`src/rtl/core/pccs_pkg.sv`:
```
// Shared types and constants of the palette colour-cycle sequencer.
// Used by every module under rtl/core but pccs_ram; depends on nothing.
package pccs_pkg;

	localparam int TABLE_DEPTH = 64;
	localparam int ADDR_W      = $clog2(TABLE_DEPTH);
	localparam int LEN_W       = $clog2(TABLE_DEPTH + 1);
	localparam int WORD_W      = 16;

	localparam logic [WORD_W-1:0] WRAP_MARK = 16'h8000;

	localparam logic [1:0] OP_TICK    = 2'd0;
	localparam logic [1:0] OP_LOAD    = 2'd1;
	localparam logic [1:0] OP_RESTART = 2'd2;

	localparam logic [1:0] REG_TABLE_LENGTH   = 2'd0;
	localparam logic [1:0] REG_RETRY_TICKS    = 2'd1;
	localparam logic [1:0] REG_WRITE_INTERVAL = 2'd2;

	localparam logic [6:0] TABLE_LENGTH_RESET   = 7'd0;
	localparam logic [7:0] RETRY_TICKS_RESET    = 8'd60;
	localparam logic [7:0] WRITE_INTERVAL_RESET = 8'd3;

	typedef enum logic [3:0] {
		K_TICK    = 4'b0001,
		K_LOAD    = 4'b0010,
		K_RESTART = 4'b0100,
		K_NOP     = 4'b1000
	} kind_t;

	typedef struct packed {
		kind_t             kind;
		logic [5:0]        idx;
		logic [WORD_W-1:0] value;
		logic              found;
		logic              owned;
	} cmd_t;

	typedef struct packed {
		logic              alive;
		logic              write_valid;
		logic [WORD_W-1:0] colour_word;
		logic [5:0]        word_position;
		logic [15:0]       pass_count;
	} res_t;

	typedef struct packed {
		logic [6:0] table_length;
		logic [7:0] retry_ticks;
		logic [7:0] write_interval;
	} cfg_t;

endpackage

```
`src/rtl/core/pccs_ram.sv`:
```
// Generic RAM: one write port, two read ports, registered read data.
// No dependencies.
module pccs_ram #(
	parameter int WIDTH = 16,
	parameter int DEPTH = 64
) (
	input  logic                     clk,
	input  logic                     we,
	input  logic [$clog2(DEPTH)-1:0] waddr,
	input  logic [WIDTH-1:0]         wdata,
	input  logic [$clog2(DEPTH)-1:0] raddr_a,
	input  logic [$clog2(DEPTH)-1:0] raddr_b,
	output logic [WIDTH-1:0]         rdata_a,
	output logic [WIDTH-1:0]         rdata_b
);

	logic [WIDTH-1:0] mem_q [DEPTH];

	always_ff @(posedge clk) begin
		if (we) begin
			mem_q[waddr] <= wdata;
		end
		rdata_a <= mem_q[raddr_a];
		rdata_b <= mem_q[raddr_b];
	end

endmodule

```
`src/rtl/core/pccs_front.sv`:
```
// Front end: takes input transactions, decodes the opcode, queues commands.
// Depends on pccs_pkg.
module pccs_front (
	input  logic                          clk,
	input  logic                          arst_n,
	input  logic                          push,
	output logic                          full,
	input  logic [1:0]                    opcode,
	input  logic [5:0]                    word_index,
	input  logic [pccs_pkg::WORD_W-1:0]   word_value,
	input  logic                          palette_hit,
	input  logic                          palette_still_owned,
	output logic                          cmd_valid,
	output pccs_pkg::cmd_t                cmd,
	input  logic                          cmd_pop
);

	pccs_pkg::cmd_t   q_q [2];
	logic             wr_ptr_q;
	logic             rd_ptr_q;
	logic [1:0]       cnt_q;
	pccs_pkg::kind_t  kind;
	pccs_pkg::cmd_t   cmd_in;
	logic             do_push;
	logic             do_pop;

	always_comb begin
		unique case (opcode)
			pccs_pkg::OP_TICK: begin
				kind = pccs_pkg::K_TICK;
			end
			pccs_pkg::OP_LOAD: begin
				kind = (int'(word_index) < pccs_pkg::TABLE_DEPTH) ? pccs_pkg::K_LOAD
					: pccs_pkg::K_NOP;
			end
			pccs_pkg::OP_RESTART: begin
				kind = pccs_pkg::K_RESTART;
			end
			default: begin
				kind = pccs_pkg::K_NOP;
			end
		endcase
	end

	assign cmd_in.kind  = kind;
	assign cmd_in.idx   = word_index;
	assign cmd_in.value = word_value;
	assign cmd_in.found = palette_hit;
	assign cmd_in.owned = palette_still_owned;

	assign full      = (cnt_q == 2'd2);
	assign cmd_valid = (cnt_q != 2'd0);
	assign cmd       = q_q[rd_ptr_q];
	assign do_push   = push && !full;
	assign do_pop    = cmd_pop && cmd_valid;

	always_ff @(posedge clk) begin
		if (do_push) begin
			q_q[wr_ptr_q] <= cmd_in;
		end
	end

	always_ff @(posedge clk or negedge arst_n) begin
		if (!arst_n) begin
			wr_ptr_q <= 1'b0;
			rd_ptr_q <= 1'b0;
			cnt_q    <= 2'd0;
		end else begin
			if (do_push) begin
				wr_ptr_q <= !wr_ptr_q;
			end
			if (do_pop) begin
				rd_ptr_q <= !rd_ptr_q;
			end
			cnt_q <= cnt_q + {1'b0, do_push} - {1'b0, do_pop};
		end
	end

endmodule

```
`src/rtl/core/pccs_back.sv`:
```
// Back end: sequencer state, colour table RAM and the result queue.
// Depends on pccs_pkg and pccs_ram.
module pccs_back (
	input  logic           clk,
	input  logic           arst_n,
	input  pccs_pkg::cfg_t cfg,
	input  logic           cmd_valid,
	input  pccs_pkg::cmd_t cmd,
	output logic           cmd_pop,
	output logic           empty,
	input  logic           pop,
	output pccs_pkg::res_t result
);

	typedef enum logic [2:0] {
		PH_DEAD = 3'b001,
		PH_WAIT = 3'b010,
		PH_RUN  = 3'b100
	} phase_t;

	typedef enum logic [2:0] {
		ST_IDLE = 3'b001,
		ST_STOP = 3'b010,
		ST_EMIT = 3'b100
	} st_t;

	phase_t phase_q, phase_d;
	st_t    st_q, st_d;
	logic [7:0]                    timer_q, timer_d;
	logic [pccs_pkg::ADDR_W-1:0]   position_q, pos_d;
	logic [pccs_pkg::ADDR_W-1:0]   emit_pos_q, emit_pos_d;
	logic [15:0]                   passes_q, passes_d;
	logic [pccs_pkg::WORD_W-1:0]   stop_q, stop_d;
	logic [pccs_pkg::LEN_W-1:0]    eff_len;
	logic [pccs_pkg::ADDR_W:0]     nxt;
	logic                          wrap;
	logic                          start;

	logic                          ram_we;
	logic [pccs_pkg::ADDR_W-1:0]   rd_a_addr, rd_b_addr;
	logic [pccs_pkg::WORD_W-1:0]   rd_a_data, rd_b_data;

	pccs_pkg::res_t oq_q [2];
	logic           oq_wr_q, oq_rd_q;
	logic [1:0]     oq_cnt_q;
	logic           res_push, res_pop;
	pccs_pkg::res_t res_d;

	assign eff_len = (int'(cfg.table_length) > pccs_pkg::TABLE_DEPTH)
		? pccs_pkg::LEN_W'(pccs_pkg::TABLE_DEPTH) : pccs_pkg::LEN_W'(cfg.table_length);
	assign start   = (st_q == ST_IDLE) && cmd_valid && (oq_cnt_q != 2'd2);
	assign cmd_pop = start;
	assign nxt     = {1'b0, emit_pos_q} + 1'b1;

	always_comb begin
		phase_d    = phase_q;
		st_d       = st_q;
		timer_d    = timer_q;
		pos_d      = position_q;
		passes_d   = passes_q;
		stop_d     = stop_q;
		emit_pos_d = emit_pos_q;
		ram_we     = 1'b0;
		rd_a_addr  = position_q;
		wrap       = 1'b0;
		res_push   = 1'b0;
		res_d.alive         = (phase_q != PH_DEAD);
		res_d.write_valid   = 1'b0;
		res_d.colour_word   = '0;
		res_d.word_position = '0;
		res_d.pass_count    = passes_q;
		unique case (st_q)
			ST_IDLE: begin
				if (start) begin
					unique case (cmd.kind)
						pccs_pkg::K_LOAD: begin
							ram_we   = 1'b1;
							res_push = 1'b1;
						end
						pccs_pkg::K_RESTART: begin
							rd_a_addr = '0;
							st_d      = ST_STOP;
							phase_d   = PH_WAIT;
							timer_d   = 8'd0;
							pos_d     = '0;
							passes_d  = 16'd0;
						end
						pccs_pkg::K_TICK: begin
							if (phase_q == PH_DEAD) begin
								res_push = 1'b1;
							end else if (eff_len == '0) begin
								phase_d     = PH_DEAD;
								res_d.alive = 1'b0;
								res_push    = 1'b1;
							end else if (timer_q != 8'd0) begin
								timer_d  = timer_q - 8'd1;
								res_push = 1'b1;
							end else if (phase_q == PH_WAIT && !cmd.found) begin
								timer_d  = (cfg.retry_ticks == 8'd0) ? 8'd0
									: cfg.retry_ticks - 8'd1;
								res_push = 1'b1;
							end else if (!cmd.owned) begin
								phase_d     = PH_DEAD;
								res_d.alive = 1'b0;
								res_push    = 1'b1;
							end else begin
								phase_d    = PH_RUN;
								rd_a_addr  = (phase_q == PH_WAIT) ? '0 : position_q;
								emit_pos_d = rd_a_addr;
								timer_d    = (cfg.write_interval == 8'd0) ? 8'd0
									: cfg.write_interval - 8'd1;
								st_d       = ST_EMIT;
							end
						end
						default: begin
							res_push = 1'b1;
						end
					endcase
				end
			end
			ST_STOP: begin
				stop_d   = (eff_len != '0) ? rd_a_data : '0;
				res_push = 1'b1;
				st_d     = ST_IDLE;
			end
			ST_EMIT: begin
				wrap = (nxt >= eff_len) || ((rd_b_data & pccs_pkg::WRAP_MARK) != '0)
					|| (rd_b_data == stop_q);
				pos_d    = wrap ? '0 : nxt[pccs_pkg::ADDR_W-1:0];
				passes_d = passes_q + {15'd0, wrap};
				res_d.alive         = 1'b1;
				res_d.write_valid   = 1'b1;
				res_d.colour_word   = rd_a_data;
				res_d.word_position = 6'(emit_pos_q);
				res_d.pass_count    = passes_d;
				res_push = 1'b1;
				st_d     = ST_IDLE;
			end
			default: begin
				st_d = ST_IDLE;
			end
		endcase
	end

	assign rd_b_addr = rd_a_addr + pccs_pkg::ADDR_W'(1);

	pccs_ram #(
		.WIDTH(pccs_pkg::WORD_W),
		.DEPTH(pccs_pkg::TABLE_DEPTH)
	) u_table (
		.clk     (clk),
		.we      (ram_we),
		.waddr   (pccs_pkg::ADDR_W'(cmd.idx)),
		.wdata   (cmd.value),
		.raddr_a (rd_a_addr),
		.raddr_b (rd_b_addr),
		.rdata_a (rd_a_data),
		.rdata_b (rd_b_data)
	);

	always_ff @(posedge clk or negedge arst_n) begin
		if (!arst_n) begin
			phase_q    <= PH_DEAD;
			st_q       <= ST_IDLE;
			timer_q    <= 8'd0;
			position_q <= '0;
			passes_q   <= 16'd0;
			stop_q     <= '0;
		end else begin
			phase_q    <= phase_d;
			st_q       <= st_d;
			timer_q    <= timer_d;
			position_q <= pos_d;
			passes_q   <= passes_d;
			stop_q     <= stop_d;
		end
	end

	always_ff @(posedge clk) begin
		emit_pos_q <= emit_pos_d;
	end

	// result queue
	assign empty   = (oq_cnt_q == 2'd0);
	assign result  = oq_q[oq_rd_q];
	assign res_pop = pop && !empty;

	always_ff @(posedge clk) begin
		if (res_push) begin
			oq_q[oq_wr_q] <= res_d;
		end
	end

	always_ff @(posedge clk or negedge arst_n) begin
		if (!arst_n) begin
			oq_wr_q  <= 1'b0;
			oq_rd_q  <= 1'b0;
			oq_cnt_q <= 2'd0;
		end else begin
			if (res_push) begin
				oq_wr_q <= !oq_wr_q;
			end
			if (res_pop) begin
				oq_rd_q <= !oq_rd_q;
			end
			oq_cnt_q <= oq_cnt_q + {1'b0, res_push} - {1'b0, res_pop};
		end
	end

	a_no_overflow: assert property (@(posedge clk) disable iff (!arst_n)
		res_push |-> (oq_cnt_q != 2'd2))
		else $error("result queue overflow");

	a_emit_one_cycle: assert property (@(posedge clk) disable iff (!arst_n)
		(st_q == ST_EMIT) |=> (st_q == ST_IDLE))
		else $error("emit state held");

	a_stop_in_wait: assert property (@(posedge clk) disable iff (!arst_n)
		(st_q == ST_STOP) |-> (phase_q == PH_WAIT))
		else $error("stop word latched outside wait phase");

	a_write_running: assert property (@(posedge clk) disable iff (!arst_n)
		(res_push && res_d.write_valid) |-> (res_d.alive && phase_q == PH_RUN))
		else $error("colour write while not running");

endmodule

```
`src/rtl/core/palette_color_cycle_sequencer.sv`:
```
// Top level of the palette color-cycle sequencer: APB registers, front, back.
// Depends on pccs_pkg, pccs_front, pccs_back (and pccs_ram below it).
//
// Use: items enter through a queue-style port (push/full) and are accepted
// when push is high and full is low. Opcode tick advances the sequencer,
// load writes one word of the 64-entry color table, restart latches table
// word 0 as the stop word and waits for the palette. Every item gives one
// result, read queue-style (empty/pop) in item order.
// An accepted item is registered in the command queue. Loads, idle ticks
// and other items give their result as the back end takes them; restarts
// and ticks that emit a color word first wait on the registered table read
// (two read ports: emitted word and the next word for the wrap check).
// Throughput: one item per cycle while the result queue has room, except
// emitting ticks and restarts; the back end handles one item at a time.
// Stalls: a 2-entry command queue and a 2-entry result queue decouple the
// sides; when the result queue fills, the back end halts and full rises once
// the command queue fills. Reset: sequencer dead, counters zero, registers
// at their defaults; the table is undefined until loaded (no clearing pass).
// The user writes registers only while idle; the block does not enforce it.
module palette_color_cycle_sequencer (
	input  logic                        clk,
	input  logic                        arst_n,
	input  logic                        psel,
	input  logic                        penable,
	input  logic                        pwrite,
	input  logic [3:0]                  paddr,
	input  logic [31:0]                 pwdata,
	output logic [31:0]                 prdata,
	output logic                        pready,
	input  logic                        push,
	output logic                        full,
	input  logic [1:0]                  opcode,
	input  logic [5:0]                  word_index,
	input  logic [pccs_pkg::WORD_W-1:0] word_value,
	input  logic                        palette_hit,
	input  logic                        palette_still_owned,
	output logic                        empty,
	input  logic                        pop,
	output logic                        alive,
	output logic                        write_valid,
	output logic [pccs_pkg::WORD_W-1:0] colour_word,
	output logic [5:0]                  word_position,
	output logic [15:0]                 pass_count
);

	pccs_pkg::cfg_t cfg_q;
	pccs_pkg::cmd_t cmd;
	pccs_pkg::res_t result;
	logic           cmd_valid;
	logic           cmd_pop;
	logic           reg_wr;
	logic [1:0]     reg_idx;

	assign pready  = 1'b1;
	assign reg_wr  = psel && penable && pwrite && pready;
	assign reg_idx = paddr[3:2];

	always_ff @(posedge clk or negedge arst_n) begin
		if (!arst_n) begin
			cfg_q.table_length   <= pccs_pkg::TABLE_LENGTH_RESET;
			cfg_q.retry_ticks    <= pccs_pkg::RETRY_TICKS_RESET;
			cfg_q.write_interval <= pccs_pkg::WRITE_INTERVAL_RESET;
		end else if (reg_wr) begin
			unique case (reg_idx)
				pccs_pkg::REG_TABLE_LENGTH: begin
					cfg_q.table_length <= pwdata[6:0];
				end
				pccs_pkg::REG_RETRY_TICKS: begin
					cfg_q.retry_ticks <= pwdata[7:0];
				end
				pccs_pkg::REG_WRITE_INTERVAL: begin
					cfg_q.write_interval <= pwdata[7:0];
				end
				default: begin
				end
			endcase
		end
	end

	always_comb begin
		unique case (reg_idx)
			pccs_pkg::REG_TABLE_LENGTH: begin
				prdata = {25'd0, cfg_q.table_length};
			end
			pccs_pkg::REG_RETRY_TICKS: begin
				prdata = {24'd0, cfg_q.retry_ticks};
			end
			pccs_pkg::REG_WRITE_INTERVAL: begin
				prdata = {24'd0, cfg_q.write_interval};
			end
			default: begin
				prdata = {30'd0, paddr[1:0]} & 32'd0;
			end
		endcase
	end

	pccs_front u_front (
		.clk                 (clk),
		.arst_n              (arst_n),
		.push                (push),
		.full                (full),
		.opcode              (opcode),
		.word_index          (word_index),
		.word_value          (word_value),
		.palette_hit         (palette_hit),
		.palette_still_owned (palette_still_owned),
		.cmd_valid           (cmd_valid),
		.cmd                 (cmd),
		.cmd_pop             (cmd_pop)
	);

	pccs_back u_back (
		.clk       (clk),
		.arst_n    (arst_n),
		.cfg       (cfg_q),
		.cmd_valid (cmd_valid),
		.cmd       (cmd),
		.cmd_pop   (cmd_pop),
		.empty     (empty),
		.pop       (pop),
		.result    (result)
	);

	assign alive         = result.alive;
	assign write_valid   = result.write_valid;
	assign colour_word   = result.colour_word;
	assign word_position = result.word_position;
	assign pass_count    = result.pass_count;

endmodule

```
`config.mk`:
```
export PLATFORM = sky130hd
export DESIGN_NAME = palette_color_cycle_sequencer
export DESIGN_NICKNAME = d
export VERILOG_FILES = /design/src/rtl/core/pccs_pkg.sv /design/src/rtl/core/pccs_ram.sv /design/src/rtl/core/pccs_front.sv /design/src/rtl/core/pccs_back.sv /design/src/rtl/core/palette_color_cycle_sequencer.sv
export SDC_FILE = /design/constraint.sdc
export NUM_CORES = 2
export LEC_CHECK = 0
export BUFFER_PORTS_ARGS = -buffer_cell sky130_fd_sc_hd__buf_2
export CORE_MARGIN = 1
export CORE_UTILIZATION = 60
export DETAILED_ROUTE_END_ITERATION = 6
export PLACE_DENSITY = 0.82
export SLEW_MARGIN = 0
export SYNTH_ARGS = -nofsm -noshare
export SYNTH_HDL_FRONTEND = slang
export SYNTH_HIERARCHICAL = 1
export SYNTH_SLANG_ARGS = --single-unit
```
`constraint.sdc`:
```
create_clock -name clk -period 11.93 [get_ports clk]
set_input_delay 1.193 -clock clk [delete_from_list [all_inputs] [get_ports clk]]
set_output_delay 1.193 -clock clk [all_outputs]
set_load 0.01 [all_outputs]
```
==> impl_metrics.py <==
metrics = {
    "run_status": {
        "status": "finished clean",
    },
    "clock_network": {
        "root_buffer": "clkbuf_16",
        "cts_resized": 0,
        "clk_pin_slew_ps": 70,
        "cts_buffer_depth": 3,
        "cts_setup_buffers": 0,
        "cts_tree": "yes",
        "clock-sinks": 1281,
        "h-tree-depth": 3,
        "cts_made_buffers": 121,
        "cts_hold_buf": 0,
        "insertion_delay_ps": 720,
    },
    "placement": {
        "place_inst": 4693,
        "placed_cell_area_um2": 61300,
        "port_buffers": 92,
        "place_hpwl_mm": 98.1,
        "gp_congestion": 0.999,
    },
    "final_layout": {
        "finalInstanceArea_um2": 65300,
        "drive_gt1_share_pct": 30.0,
        "area_growth_pct": 9.26,
        "fill_cells": 6107,
        "final_nets": 3618,
        "final_util_pct": 66.3,
        "final_cell_count_no_fill": 4918,
    },
    "floorplan": {
        "coreArea_um2": 98600,
        "dieArea_um2": 101000,
        "ios": 144,
        "die_h_um": 318,
        "initial_core_util_pct": 60.6,
        "rows": 115,
        "die_w_um": 318,
    },
    "pwr": {
        "powerDensity_nw_per_um2": 178,
        "vdd_drop_max_uv": 155,
        "leakage_nw": 20.7,
    },
    "global_routing": {
        "grt_max_degree": 121,
        "grt_pass1_wl_mm": 242,
        "grt_pass1_vias": 35500,
        "grt_use_total_pct": 32.9,
        "antenna_found_initial": 3,
        "grt-ovfl-total": 0,
    },
    "timing": {
        "fin_tns_setup_ps": 0,
        "period_needed_ps": 7240,
        "setup_viol": 0,
        "timing.fmax_ghz": 0.138,
        "worst_pin_slew_ps": 1240,
        "finClkSkew_ps": 31.9,
        "finalCritPeriodShare_pct": 60.7,
        "slew_headroom_pct": 16.3,
        "hold_viol": 0,
        "drv_slew": 0,
        "rsz0062_at_grt": "no",
    },
    "synth": {
        "synth_warnings": 6,
        "synth_top_area_cell": "edfxtp_1",
        "synth.most_common_cell": "edfxtp_1",
        "synth_cell_types": 88,
        "netlist_area_um2": 59800,
        "synth_top_cell_area_share_pct": 58.6,
        "syn_inst": 3446,
        "ys_seq_area_share_pct": 63.1,
        "synth_edf_count": 1166,
        "synth_flop_cell": "edfxtp_1",
        "ys_ff_latch": 1281,
        "syn_area_per_cell_um2": 17.3,
        "yosys-top-cells-count": "1166 x edfxtp_1, 402 x mux4_2, 228 x mux2_2",
        "async_flop_share_pct": 6.48,
        "synth.area.top_cells": "edfxtp_1 59%, mux4_2 15%, mux2_2 4.3%",
    },
    "drt": {
        "wl_per_cell_um": 33.8,
        "vias": 36100,
        "drc": 0,
        "dr.pass1.iters": 6,
        "finalWirelength_mm": 166,
        "drt_iter0_drc": 5729,
        "vias_per_cell": 7.34,
        "ant_nets": 0,
    },
    "job": {
        "cap_violations": 0,
    },
    "setup_path": {
        "reg2reg_from": "u_front/rd_ptr_q$_DFFE_PN0P_",
        "critPathMaxFanout": 119,
        "worstPathRequired_ps": 12500,
        "arrival_ps": 7810,
        "crit_path_end_kind": "register",
        "crit_start": "u_front/rd_ptr_q$_DFFE_PN0P_",
        "path_class": "register to register",
        "cp-start-kind": "register",
    },
    "hold_path": {
        "min_path_type": "input port to asynchronous set/reset pin",
    },
}
[area by class of cell]
type	count	area (um2)	share of cell area [%]
flip-flops and latches	1281	37700	57.8
multi-input cells	1896	20500	31.3
clock buffers	158	3370	5.15
well taps	1287	1610	2.47
repair buffers	205	1390	2.12
clock inverters	66	652	0.998
inverters	24	90.1	0.138
diodes	1	2.50	0.00383
[kinds of logic after synthesis]
kind of cell,count (synthesis),share of synthesized area (%)
xor gates and xnor gates,53,0.777
adders and majority gates,20,0.419
AOI/OAI and AO/OA,480,5.37
muxes,824,23.2
and+or+nand+nor,494,4.11
buffers and inverters,292,2.95
DFF,1281,63.1
other,2,0.0126
[state kept, by name, summed over array words and instances (netlist names), 2 cells and up]
signal                  cells
u_back/u_table/mem_q     1024
u_back/oq_cnt_q             2
u_back/position_q           6
cfg_q                      23
u_back/timer_q              8
u_back/stop_q              16
u_back/u_table/rdata_b     16
u_front/q_q                56
u_front/cnt_q               2
u_back/st_q                 3
u_back/emit_pos_q           6
u_back/u_table/rdata_a     16
u_back/passes_q            16
u_back/oq_q                80
u_back/phase_q              3
[worst max-delay path, cell delays in order, from the launching register on]
cell and delay [ps]:
dfrtp_1 330, buf_4 390, mux2_2 440, or4b_1 730, nor2_4 220, nand4_2 180
a21oi_4 580, nor2b_4 110, ha_4 200, nand2b_1 160, mux2i_1 130, a21oi_1 60
o211ai_1 160, buf_12 520, buf_12 490, mux4_2 430, o22ai_1 550, a211oi_1 110
a211oi_1 760, nor4_1 170
[through the flow]
stage | setup WS, ps | total power, mW | hold WS [ps]
5_1_grt | 4450 | 11.9 | 331
3_3_place_gp | 4990 | 7.68 | 443
3_5_place_dp | 4900 | 7.75 | 451
6_report | 4690 | 11.6 | 330
4_1_cts | 4900 | 11.6 | 303
2_1_floorplan | 7530 | 7.02 | 427
[layout by cell type, fill, tap and decap left out, types with 13 or more instances in the layout]
master,n
ha_1,19
a211oi_1,98
buf_4,108
nand2_1,160
edfxtp_1,1166
clkbuf_16,128
a221oi_1,24
a31oi_1,34
nor2_1,124
clkbuf_1,25
a311oi_1,24
o22ai_1,73
nor4_1,37
nand2b_1,15
inv_1,20
dfxtp_1,32
a21oi_1,48
and2_1,27
xnor2_1,23
o21ai_1,21
nand3_1,20
mux2i_1,162
clkinv_1,17
mux4_2,402
mux2_4,18
buf_2,91
nand4_1,13
nor2b_1,17
mux2_2,228
dfrtp_1,74
a22oi_1,25
o21ai_0,86
mux4_1,14
xor2_1,30
conb_1,25
clkinv_2,27
[power by group]
group,internal [mW],switching [mW],total (mW)
Sequential,5.68,0.152,5.83
Combinational,0.543,1.34,1.88
Clock,2.22,1.67,3.89
Total,8.44,3.15,11.6
[worst paths after layout]
kind | end | depth (start not counted) | slack, ps
worst max-delay path | u_back/u_table/rdata_b[3]$_DFF_P_ | 19 | 4690
worst min-delay path | cfg_q[15]$_DFFE_PN0P_ | 1 | 330
worst max register to register | u_back/u_table/rdata_b[3]$_DFF_P_ | 19 | 4690
worst min register to register | u_back/stop_q[12]$_DFFE_PN0N_ | 2 | 450
max in group asynchronous | u_back/oq_rd_q$_DFFE_PN0P_ | 2 | 10440
min in group clk | u_back/stop_q[12]$_DFFE_PN0N_ | 2 | 450
[layer usage]
layer	track usage, %	up-vias	wire, um
li1	-	14300	-
met1	43.8	18100	55300
met2	50.5	3127	75800
met3	9.14	511	24900
met4	16.5	2	10100
met5	0	-	10
(Power assumes the default switching activity.)
